## src/hw/rtl/bbd_fifo.sv

```systemverilog
// Small flop-based queue with an occupancy count; depth is a power of two.
`default_nettype none
module bbd_fifo #(
  parameter int WIDTH = 8,
  parameter int DEPTH = 4
) (
  input  wire logic                       clk,
  input  wire logic                       rst_n,
  input  wire logic                       push,
  input  wire logic [WIDTH-1:0]           push_data,
  input  wire logic                       pop,
  output logic      [WIDTH-1:0]           pop_data,
  output logic                            empty,
  output logic      [$clog2(DEPTH):0]     count
);

  localparam int PW = $clog2(DEPTH);

  logic [WIDTH-1:0] mem_r [DEPTH];
  logic [PW-1:0]    wr_ptr_r;
  logic [PW-1:0]    rd_ptr_r;
  logic [PW:0]      count_r;

  always_ff @(posedge clk) begin
    if (push) begin
      mem_r[wr_ptr_r] <= push_data;
    end
  end

  always_ff @(posedge clk) begin
    if (!rst_n) begin
      wr_ptr_r <= '0;
      rd_ptr_r <= '0;
      count_r  <= '0;
    end else begin
      if (push) begin
        wr_ptr_r <= wr_ptr_r + PW'(1);
      end
      if (pop) begin
        rd_ptr_r <= rd_ptr_r + PW'(1);
      end
      if (push && !pop) begin
        count_r <= count_r + (PW+1)'(1);
      end else if (pop && !push) begin
        count_r <= count_r - (PW+1)'(1);
      end
    end
  end

  assign pop_data = mem_r[rd_ptr_r];
  assign empty    = (count_r == '0);
  assign count    = count_r;

endmodule
`default_nettype wire

```

## config.mk

```make
export PLATFORM = sky130hd
export DESIGN_NAME = bbd_fifo
export DESIGN_NICKNAME = d
export VERILOG_FILES = /design/src/hw/rtl/bbd_fifo.sv
export SDC_FILE = /design/constraint.sdc
export NUM_CORES = 1
export LEC_CHECK = 0
export ABC_AREA = 1
export BUFFER_PORTS_ARGS = -buffer_cell sky130_fd_sc_hd__buf_2
export CORE_ASPECT_RATIO = 2
export CORE_MARGIN = 5
export CORE_UTILIZATION = 35
export CTS_CLUSTER_DIAMETER = 80
export CTS_CLUSTER_SIZE = 12
export DETAILED_ROUTE_END_ITERATION = 8
export PLACE_DENSITY_LB_ADDON = 0.12
export SYNTH_ARGS = -nofsm -noshare
export SYNTH_HDL_FRONTEND = slang
export SYNTH_SLANG_ARGS = --single-unit
```

## constraint.sdc

```tcl
create_clock -name clk -period 1.25 [get_ports clk]
set_input_delay 0.1875 -clock clk [delete_from_list [all_inputs] [get_ports clk]]
set_output_delay 0.1875 -clock clk [all_outputs]
set_load 0.005 [all_outputs]
```

==> results.sh <==
export IMPL_violations="negative setup slack"
export IMPL_die_width_um=58.3
export IMPL_yosysMostFrequentCell="edfxtp_1"
export IMPL_synthCells=133
export IMPL_tns_ps=-858
export IMPL_setup_slack_ps=-148
export IMPL_synth_top_cell_area_share_pct=58.8
export IMPL_detailed_place_hpwl_um=2210
export IMPL_synth_seq_cells=41
export IMPL_firstDrtPassIters=4
export IMPL_io_pins=24
export IMPL_period_needed_ps=1400
export IMPL_wl_met3_um=136
export IMPL_cts_tree="done"
export IMPL_synth_area_per_cell_um2=12.3
export IMPL_dp_cells=219
export IMPL_met1_length_um=1100
export IMPL_fin_crit_sh_pct=112
export IMPL_synth_edf_count=32
export IMPL_synthTopCellsByCount="edfxtp_1, nor2_1, o21ai_0, inv_1"
export IMPL_die_h_um=107
export IMPL_post_place_ws_ps=-102
export IMPL_synthFlopType="edfxtp_1"
export IMPL_drive_above_1_share_pct=36.6
export IMPL_drv_cap=0
export IMPL_cts_buffers=5
export IMPL_finalHoldViolCount=0
export IMPL_area_delta_synth_final_pct=27.3
export IMPL_cpLargestDelayFamily="flip-flops"
export IMPL_cts_root_buf="clkbuf_8"
export IMPL_io_buffer_count=23
export IMPL_synth_nets=151
export IMPL_h_tree_depth=2
export IMPL_crit_fanout=8
export IMPL_grt_pass1_vias=1150
export IMPL_criticalPathCategory="reg -> out"
export IMPL_die_area_um2=6220
export IMPL_drt_iter0_markers=25
export IMPL_arrival_ps=1210
export IMPL_path_cells="buf_6, o21ai_1, o22ai_1, buf_2"
export IMPL_worst_slew_pin_slew_ps=217
export IMPL_synth_area_um2=1630
export IMPL_postCtsSetupRepairBufs=0
export IMPL_rsz0062_at_grt="true"
export IMPL_synth_async_reset_ratio_pct=0
export IMPL_clk_path_buf_depth=2
export IMPL_cp_start_kind="register"
export IMPL_final_antenna_net_count=0
export IMPL_critPathMaxStageDelay_ps=400
export IMPL_wl_per_cell_um=13.5
export IMPL_yosysTopAreaCell="edfxtp_1"
export IMPL_gp_congestion=0.717
export IMPL_outcome="finished with violations"
export IMPL_synth_warnings=0
export IMPL_crit_path_end_kind="output pin"
export IMPL_max_freq_mhz=715
export IMPL_final_cells=227
export IMPL_top_layer_used="met4"
export IMPL_critPathRequiredTime_ps=1060
export IMPL_worstPathBufferInverterCount=2
export IMPL_antenna_found_initial=0
export IMPL_grt_max_degree=17
export IMPL_vias_per_cell=4.73
export IMPL_slew_headroom_pct=85.4
export IMPL_utilization_pct=45.7
export IMPL_route_vias_total=1074
export IMPL_clk_insertion_delay_late_ps=280
export IMPL_drv_slew=0
export IMPL_drc=0
export IMPL_num_antenna_cells=0
export IMPL_clock_skew_ps=5.11
export IMPL_synth_cell_type_count=18
export IMPL_clk_pin_slew_ps=80
export IMPL_grt_use_total_pct=11.4
export IMPL_slowest_stage="dfxtp_4"
export IMPL_leakagePower_nw=0.834
export IMPL_vdd_ir_drop_max_mv=0.796
export IMPL_nNetsFinal=189
export IMPL_grt_overflow_total=0
export IMPL_ys_seq_area_share_pct=69.8
export IMPL_cts_sinks=41
export IMPL_cellPowerDensity_nw_per_um2=1330
export IMPL_grt_pass1_wl_um=5220
export IMPL_wl_met2_um=1760
export IMPL_rows=35
export IMPL_fin_hold_ws_ps=107
export IMPL_hold_class="in -> reg"
export IMPL_core_area_um2=4550
export IMPL_rrSetupSlack_ps=110
export IMPL_synthTopCellsByArea="edfxtp_1, dfxtp_1, o21ai_0, nor2_1, ha_1"
export IMPL_initial_core_util_pct=35.9
export IMPL_setup_viol=8
export IMPL_routed_wl_um=3070
==> final timing paths <==
path                                   start           to  cells past startpoint
worst max-delay path                register  pop_data[3]                      4
worst min-delay path            push_data[3]  mem_r[2][3]                      1
worst max register to register      count[0]     count[2]                      7
worst min register to register   rd_ptr_r[1]     register                      1
==> cell usage in the layout (no fill, tap or decap), drive strengths merged, types with 2 or more instances in the layout <==
| cell type | count |
|---|---|
| clkbuf | 6 |
| nand2 | 9 |
| edfxtp | 32 |
| a21oi | 4 |
| nor2 | 21 |
| o21ai | 22 |
| buf | 33 |
| ha | 5 |
| inv | 17 |
| o22ai | 8 |
| dfxtp | 9 |
| clkinv | 2 |
==> logic make-up after synthesis <==
kind of cell               share of synthesized area (%)
adders and majority gates                           5.05
and+or+nand+nor                                     8.35
AOI/OAI and AO/OA                                   11.5
buffers and inverters                               5.28
DFF                                                 69.8
==> worst reg2reg max path, cell delays in order, from the launching register on <==
cell and delay (ps):
dfxtp_2 350, fa_2 380, inv_1 60, nand2_1 60, nand3_1 70, nand2_1 50
inv_1 40, nor2_1 30
==> flip-flops by register name (all words and copies together) (netlist names), named ones only <==
register / flops
count: 3
mem_r: 32
rd_ptr_r: 2
wr_ptr_r: 2
==> cell type report <==
| cell class | instances | area [um2] |
|---|---|---|
| Clock inverter | 2 | 10.0 |
| Tap cell | 55 | 68.8 |
| Sequential cell | 41 | 1150 |
| Multi-Input combinational cell | 73 | 453 |
| Clock buffer | 6 | 72.6 |
| Inverter | 17 | 73.8 |
| Timing Repair Buffer | 33 | 251 |
| Fill cell | 422 | 2470 |
==> through the flow <==
stage	power, mW	area, um2
finish	2.77	2080
global route	2.93	2080
detailed placement	1.96	1920
CTS	2.79	2040
global placement	1.95	1920
floorplan	1.78	1630
==> metal layers <==
metal	track usage, %	vias to the layer above
met3	2.89	6
met5	0	-
met4	5.97	0
met2	21.2	19
met1	10.7	507
li1	-	542
==> power by group <==
group | total [mW] | internal (mW) | switching (mW) | leakage [nW]
combinational | 0.379 | 0.176 | 0.203 | 0.419
sequential | 1.59 | 1.54 | 0.0447 | 0.370
clock | 0.806 | 0.387 | 0.419 | 0.0450
total | 2.77 | 2.11 | 0.667 | 0.834
==> what timing repair did <==
action,in CTS,in global routing
resized for setup,18,17
hold endpoints to repair,0,0
pin swaps,9,8
hold buffers,0,0
setup endpoints to repair,8,19
No activity file was read; power rests on OpenSTA's default activity.
