`src/hw/rtl/bbd_pkg.sv`:
```
// Shared types, constants and helpers of the bimedian Bayer demosaic block.
`default_nettype none
package bbd_pkg;

  localparam int BBD_MAX_WIDTH = 4096;
  localparam int BBD_MID_DEPTH = 4;
  localparam int BBD_OUT_DEPTH = 4;

  localparam int BBD_SAMPLE_W  = 16;
  localparam int BBD_PATTERN_W = 2;
  localparam int BBD_WIDTH_W   = 13;
  localparam int BBD_HEIGHT_W  = 16;
  localparam int BBD_CHAN_W    = 8;
  localparam int BBD_INDEX_W   = 2;

  // configuration register indexes
  localparam logic [BBD_INDEX_W-1:0] BBD_REG_PATTERN = 2'd0;
  localparam logic [BBD_INDEX_W-1:0] BBD_REG_WIDTH   = 2'd1;
  localparam logic [BBD_INDEX_W-1:0] BBD_REG_HEIGHT  = 2'd2;

  localparam logic [BBD_PATTERN_W-1:0] BBD_PATTERN_RST = 2'd0;
  localparam logic [BBD_WIDTH_W-1:0]   BBD_WIDTH_RST   = 13'd4096;
  localparam logic [BBD_HEIGHT_W-1:0]  BBD_HEIGHT_RST  = 16'd3;

  // one classified window, front to back
  typedef struct packed {
    logic [BBD_SAMPLE_W-1:0] nw;
    logic [BBD_SAMPLE_W-1:0] n;
    logic [BBD_SAMPLE_W-1:0] ne;
    logic [BBD_SAMPLE_W-1:0] wv;
    logic [BBD_SAMPLE_W-1:0] ce;
    logic [BBD_SAMPLE_W-1:0] ev;
    logic [BBD_SAMPLE_W-1:0] sw;
    logic [BBD_SAMPLE_W-1:0] so;
    logic [BBD_SAMPLE_W-1:0] se;
    logic                    even_y;
    logic                    odd_x;
    logic                    row_done;
    logic                    frame_done;
  } bbd_item_t;

  // one finished pixel
  typedef struct packed {
    logic [BBD_CHAN_W-1:0] red;
    logic [BBD_CHAN_W-1:0] green;
    logic [BBD_CHAN_W-1:0] blue;
    logic                  row_done;
    logic                  frame_done;
  } bbd_pix_t;

  function automatic logic [BBD_CHAN_W-1:0] bbd_sat8(input logic [12:0] v);
    bbd_sat8 = (v > 13'd255) ? 8'd255 : v[BBD_CHAN_W-1:0];
  endfunction

endpackage
`default_nettype wire

```
`src/hw/rtl/bbd_back.sv`:
```
// Back end: median-of-four and pair averages, channel selection, saturation.
`default_nettype none
module bbd_back
  import bbd_pkg::*;
#(
  parameter int OUT_DEPTH = BBD_OUT_DEPTH
) (
  input  wire logic                         clk,
  input  wire logic                         rst_n,
  input  wire logic                         mid_empty,
  input  wire bbd_item_t                    mid_item,
  output logic                              mid_pop,
  input  wire logic [$clog2(OUT_DEPTH):0]   out_count,
  output logic                              out_push,
  output bbd_pix_t                          out_pix
);

  localparam int CNTW = $clog2(OUT_DEPTH) + 1;

  typedef struct packed {
    logic [17:0] sum;
    logic [15:0] lo;
    logic [15:0] hi;
  } med_t;

  function automatic med_t med_prep(input logic [15:0] a, input logic [15:0] b,
                                    input logic [15:0] c, input logic [15:0] d);
    logic [15:0] lo_ab, lo_cd, hi_ab, hi_cd;
    med_t        m;
    lo_ab = (a < b) ? a : b;
    hi_ab = (a < b) ? b : a;
    lo_cd = (c < d) ? c : d;
    hi_cd = (c < d) ? d : c;
    m.lo  = (lo_ab < lo_cd) ? lo_ab : lo_cd;
    m.hi  = (hi_ab > hi_cd) ? hi_ab : hi_cd;
    m.sum = 18'(a) + 18'(b) + 18'(c) + 18'(d);
    med_prep = m;
  endfunction

  // stage 1: sums and extremes
  logic        b1_valid_r;
  med_t        diag_r, cross_r;
  logic [16:0] pair_h_r, pair_v_r;
  logic [15:0] ce_r;
  logic        even_y_r, odd_x_r, row_done_r, frame_done_r;

  assign mid_pop = !mid_empty &&
                   ((CNTW'(out_count) + CNTW'(b1_valid_r)) < CNTW'(OUT_DEPTH));

  always_ff @(posedge clk) begin
    if (!rst_n) begin
      b1_valid_r <= 1'b0;
    end else begin
      b1_valid_r <= mid_pop;
    end
  end

  always_ff @(posedge clk) begin
    if (mid_pop) begin
      diag_r       <= med_prep(mid_item.nw, mid_item.ne, mid_item.sw, mid_item.se);
      cross_r      <= med_prep(mid_item.n, mid_item.wv, mid_item.ev, mid_item.so);
      pair_h_r     <= 17'(mid_item.wv) + 17'(mid_item.ev);
      pair_v_r     <= 17'(mid_item.n) + 17'(mid_item.so);
      ce_r         <= mid_item.ce;
      even_y_r     <= mid_item.even_y;
      odd_x_r      <= mid_item.odd_x;
      row_done_r   <= mid_item.row_done;
      frame_done_r <= mid_item.frame_done;
    end
  end

  // stage 2: drop extremes, scale, saturate, select per site
  logic [17:0]           diag_mid, cross_mid;
  logic [BBD_CHAN_W-1:0] med_d, med_c, pair_h, pair_v, native;

  assign diag_mid  = diag_r.sum - 18'(diag_r.lo) - 18'(diag_r.hi);
  assign cross_mid = cross_r.sum - 18'(cross_r.lo) - 18'(cross_r.hi);
  assign med_d     = bbd_sat8(diag_mid[17:5]);
  assign med_c     = bbd_sat8(cross_mid[17:5]);
  assign pair_h    = bbd_sat8(13'(pair_h_r[16:5]));
  assign pair_v    = bbd_sat8(13'(pair_v_r[16:5]));
  assign native    = bbd_sat8(13'(ce_r[15:4]));

  always_comb begin
    case ({even_y_r, odd_x_r})
      2'b11: begin
        out_pix.blue  = pair_h;
        out_pix.green = native;
        out_pix.red   = pair_v;
      end
      2'b10: begin
        out_pix.blue  = native;
        out_pix.green = med_c;
        out_pix.red   = med_d;
      end
      2'b01: begin
        out_pix.blue  = med_d;
        out_pix.green = med_c;
        out_pix.red   = native;
      end
      default: begin
        out_pix.blue  = pair_v;
        out_pix.green = native;
        out_pix.red   = pair_h;
      end
    endcase
    out_pix.row_done   = row_done_r;
    out_pix.frame_done = frame_done_r;
  end

  assign out_push = b1_valid_r;

endmodule
`default_nettype wire

```
`config.mk`:
```
export PLATFORM = sky130hd
export DESIGN_NAME = bbd_back
export DESIGN_NICKNAME = d
export VERILOG_FILES = /design/src/hw/rtl/bbd_pkg.sv /design/src/hw/rtl/bbd_back.sv
export SDC_FILE = /design/constraint.sdc
export NUM_CORES = 1
export LEC_CHECK = 0
export ABC_AREA = 1
export BUFFER_PORTS_ARGS = -buffer_cell sky130_fd_sc_hd__buf_2
export CAP_MARGIN = 5
export CORE_AREA = 4 4 221 223
export CTS_BUF_LIST = sky130_fd_sc_hd__clkbuf_16
export DETAILED_ROUTE_END_ITERATION = 6
export DIE_AREA = 0 0 225 227
export HOLD_SLACK_MARGIN = 0.08
export PLACE_DENSITY = 0.5
export SLEW_MARGIN = 20
export SYNTH_ARGS = -nofsm -noshare
export SYNTH_HDL_FRONTEND = slang
export SYNTH_SLANG_ARGS = --single-unit
```
`constraint.sdc`:
```
create_clock -name clk -period 12.9 [get_ports clk]
set_input_delay 1.29 -clock clk [delete_from_list [all_inputs] [get_ports clk]]
set_output_delay 1.29 -clock clk [all_outputs]
set_load 0.005 [all_outputs]
```
==> impl_metrics.xml <==
<?xml version="1.0" encoding="UTF-8"?>
<metrics>
  <group name="routing">
    <metric name="wirelength" unit="mm">45.5</metric>
    <metric name="violation_count_after_the_first_detailed_route_iteration" unit="">758</metric>
    <metric name="post-route-drc-count" unit="">0</metric>
    <metric name="viasPerCell" unit="">4.94</metric>
    <metric name="post_route_ant_nets" unit="">0</metric>
    <metric name="detailroute.via_count" unit="">13900</metric>
    <metric name="drtPass1Iterations" unit="">5</metric>
    <metric name="post_drt_wl_per_cell" unit="µm">16.1</metric>
  </group>
  <group name="clock_network">
    <metric name="clock_path_buffers" unit="">2</metric>
    <metric name="clk_latency" unit="ns">0.44</metric>
    <metric name="number_of_sinks_driven_by_the_clock_tree" unit="">141</metric>
    <metric name="hold_buffers" unit="">0</metric>
    <metric name="cts_resized" unit="">0</metric>
    <metric name="cts_made_buffers" unit="">17</metric>
    <metric name="cts_tree" unit="">done</metric>
    <metric name="cts.repair_timing.setup_buffer_count" unit="">0</metric>
    <metric name="clock-root-buffer" unit="">clkbuf_16</metric>
    <metric name="clk_pin_slew" unit="ns">0.07</metric>
    <metric name="htree_num_levels" unit="">4</metric>
  </group>
  <group name="synth">
    <metric name="yosysTopAreaCellShare" unit="%">25.9</metric>
    <metric name="syn-num-nets" unit="">2505</metric>
    <metric name="synth_area_leaders" unit="">edfxtp_1, ha_1, fa_1</metric>
    <metric name="count_of_mapped_cells_out_of_synthesis" unit="">2035</metric>
    <metric name="synth_common_cells" unit="">nand2_1, inv_1, ha_1, a21oi_1, o21ai_0</metric>
    <metric name="top_cell_type_by_total_area_after_synthesis" unit="">edfxtp_1</metric>
    <metric name="syn_avg_cell_area" unit="µm²">7.96</metric>
    <metric name="synthesis.area" unit="µm²">16200</metric>
    <metric name="synth_cell_type_count" unit="">53</metric>
    <metric name="synth_most_common_cell" unit="">nand2_1</metric>
    <metric name="ys_ff_latch" unit="">141</metric>
    <metric name="asyncSetResetFlopFracSynth" unit="%">0</metric>
    <metric name="synthFlopType" unit="">edfxtp_1</metric>
    <metric name="synth_edf_count" unit="">140</metric>
    <metric name="share_of_synthesized_area_occupied_by_flip_flops_and_latches" unit="%">26.1</metric>
    <metric name="yosys_warnings" unit="">0</metric>
  </group>
  <group name="critical_path">
    <metric name="reg2reg_from" unit="">out_push</metric>
    <metric name="worst_path_max_stage_delay" unit="ns">0.78</metric>
    <metric name="crit_path_max_fanout" unit="">63</metric>
    <metric name="timing.critical_path.to" unit="">diag_r[4]</metric>
    <metric name="slowest_stage" unit="">a2111oi_0</metric>
    <metric name="timing.critical_path.to_type" unit="">register</metric>
    <metric name="timing.critical_path.required" unit="ns">13.12</metric>
    <metric name="critPathLaunch" unit="">mid_item[19]</metric>
    <metric name="worst-setup-path-type" unit="">in2reg</metric>
    <metric name="critical_path.n_buffers_inverters" unit="">3</metric>
    <metric name="ff2ff_path_depth" unit="">6</metric>
    <metric name="critical-path-top-delay-family" unit="">compound AO/OA/AOI/OAI gates</metric>
    <metric name="reg2reg_slack" unit="ns">10.02</metric>
    <metric name="critical_path_arrival" unit="ns">5.79</metric>
    <metric name="crit_chain" unit="">buf_2 -&gt; inv_1 -&gt; ha_1 -&gt; a21oi_1 -&gt; o21ai_0 -&gt; nor2_1 -&gt; nand2_2 -&gt; o21ai_0 -&gt; ha_1 -&gt; a21oi_1 -&gt; a31oi_1 -&gt; a2111oi_0 -&gt; a22oi_1 -&gt; buf_4 -&gt; o21ai_0</metric>
    <metric name="stages_on_worst_setup_path" unit="">15</metric>
    <metric name="crit_path_frequent_cell" unit="">o21ai_0</metric>
    <metric name="rr_endpoint" unit="">cross_r[34]</metric>
    <metric name="critical_path.startpoint_type" unit="">primary input</metric>
  </group>
  <group name="cells_and_area">
    <metric name="finish.net_count" unit="">2665</metric>
    <metric name="finalNonFillerCells" unit="">2815</metric>
    <metric name="antenna_cells" unit="">0</metric>
    <metric name="area_growth" unit="%">12.9</metric>
    <metric name="final_core_util" unit="%">39.3</metric>
    <metric name="drive_above_1_share" unit="%">11.3</metric>
    <metric name="stdcell_area" unit="µm²">18300</metric>
  </group>
  <group name="die">
    <metric name="io_pins" unit="">182</metric>
    <metric name="dieArea" unit="µm²">51100</metric>
    <metric name="floorplan.rows" unit="">79</metric>
    <metric name="coreArea" unit="µm²">46600</metric>
    <metric name="floorplan.die.height" unit="µm">227</metric>
    <metric name="floorplan.initialDensity" unit="%">34.8</metric>
    <metric name="die_w" unit="µm">225</metric>
  </group>
  <group name="global_route">
    <metric name="antenna_violations_before_repair" unit="">0</metric>
    <metric name="grt_start_max_net_pins" unit="">64</metric>
    <metric name="grt_usage" unit="%">17.9</metric>
    <metric name="grt_first_pass_wirelength" unit="mm">72.2</metric>
    <metric name="globalRoute.totalOverflow" unit="">0</metric>
    <metric name="grt_pass1_vias" unit="">13700</metric>
  </group>
  <group name="timing">
    <metric name="finalClockSkew" unit="ns">0.00631</metric>
    <metric name="final-max-slew-violation-count" unit="">0</metric>
    <metric name="post-route-period-util" unit="%">43.2</metric>
    <metric name="rsz0062_at_grt" unit="">false</metric>
    <metric name="setup_violations" unit="">0</metric>
    <metric name="final.setup.tns" unit="ns">0</metric>
    <metric name="period_needed" unit="ns">5.57</metric>
    <metric name="timing.slew.headroom" unit="%">30.5</metric>
    <metric name="finalHoldViolations" unit="">0</metric>
    <metric name="worst_margin_pin_slew" unit="ns">1.04</metric>
    <metric name="timing.fmax" unit="MHz">179</metric>
    <metric name="hold_slack" unit="ns">1.02</metric>
  </group>
  <group name="hold_path">
    <metric name="min-delay-path-class" unit="">in2reg</metric>
  </group>
  <group name="power_and_ir_drop">
    <metric name="p_leak" unit="nW">8.82</metric>
    <metric name="ir_worst_vdd" unit="V">0.0000580</metric>
    <metric name="power_density" unit="nW/µm²">145</metric>
  </group>
  <group name="placed_design">
    <metric name="hpwlAfterDp" unit="mm">38.1</metric>
    <metric name="portBuffers" unit="">177</metric>
    <metric name="place.detailed.instances" unit="">2783</metric>
    <metric name="place_congestion" unit="">0.851</metric>
    <metric name="placedInstanceArea" unit="µm²">17700</metric>
  </group>
  <group name="flow_run">
    <metric name="timing.max_cap.violations" unit="">0</metric>
  </group>
  <group name="outcome">
    <metric name="run_status" unit="">completed</metric>
  </group>
</metrics>
-- stage by stage --
step	power (W)	worst slack (ns)
floorplan	0.00177	4.75
global placement	0.00217	7.08
detailed placement	0.00219	7.05
CTS	0.00268	7.47
global route	0.00292	7.00
finish	0.00265	7.33
-- cell usage in the layout, fill, tap and decap left out, types with 6 or more instances in the layout --
cell type	n
nor2_1	98
clkinvlp_4	7
buf_2	177
a21o_1	15
nor4_1	6
nor3_1	14
o21ai_0	146
xor2_1	42
nand4_1	40
nand3_2	8
xnor2_1	21
fa_1	94
a211oi_1	7
a21oi_1	162
ha_1	222
edfxtp_1	140
inv_1	318
nand2_4	6
buf_4	9
a31oi_1	7
nand2_1	497
clkbuf_16	17
nand3_1	79
o21ai_1	14
-- worst min path at each step --
stage,startpoint,endpoint,slack [ns],depth (start not counted)
floorplan,mid_item[78],ce_r[10],1.39,0
global placement,out_push,pair_v_r[11],1.08,4
detailed placement,out_push,pair_v_r[11],1.11,4
CTS,mid_item[79],ce_r[11],1.0,1
global route,mid_item[83],ce_r[15],0.99,1
finish,mid_item[79],ce_r[11],1.02,1
-- where the power goes --
part	internal (W)	switching, W
Sequential	0.000620	0.0000207
Combinational	0.000560	0.000972
Clock	0.000267	0.000214
Total	0.00145	0.00121
-- per-layer routing --
layer,up-vias,track usage (%),part of all wire (%)
met5,-,0,0
met2,261,30.5,48
met4,0,4.25,1.9
met1,6506,24.5,47
met3,48,2.40,3.7
li1,7088,-,-
-- layout make-up --
type | count | area [µm²]
Fill cell | 4761 | 28300
Multi-Input combinational cell | 1530 | 10600
Sequential cell | 141 | 4220
Inverter | 319 | 1200
Timing Repair Buffer | 186 | 953
Tap cell | 607 | 759
Clock buffer | 17 | 425
Clock inverter | 15 | 141
-- sequential cells by signal, summed over array words and instances, names as in the netlist --
register      cells
pair_h_r         12
row_done_r        1
out_push          1
diag_r           50
frame_done_r      1
even_y_r          1
cross_r          50
pair_v_r         12
ce_r             12
odd_x_r           1
-- logic make-up (layout without fill, tap and decap cells) --
logic type	count (synthesis)	count (layout)	share of synthesized area [%]
AOI/OAI and AO/OA	386	386	13.0
adders and majority gates	316	316	28.8
buffers and inverters	364	537	8.62
DFF	141	141	26.1
and+or+nand+nor	764	764	20.0
xor gates and xnor gates	64	64	3.51
Note: power is estimated with default switching activity, not from simulation.
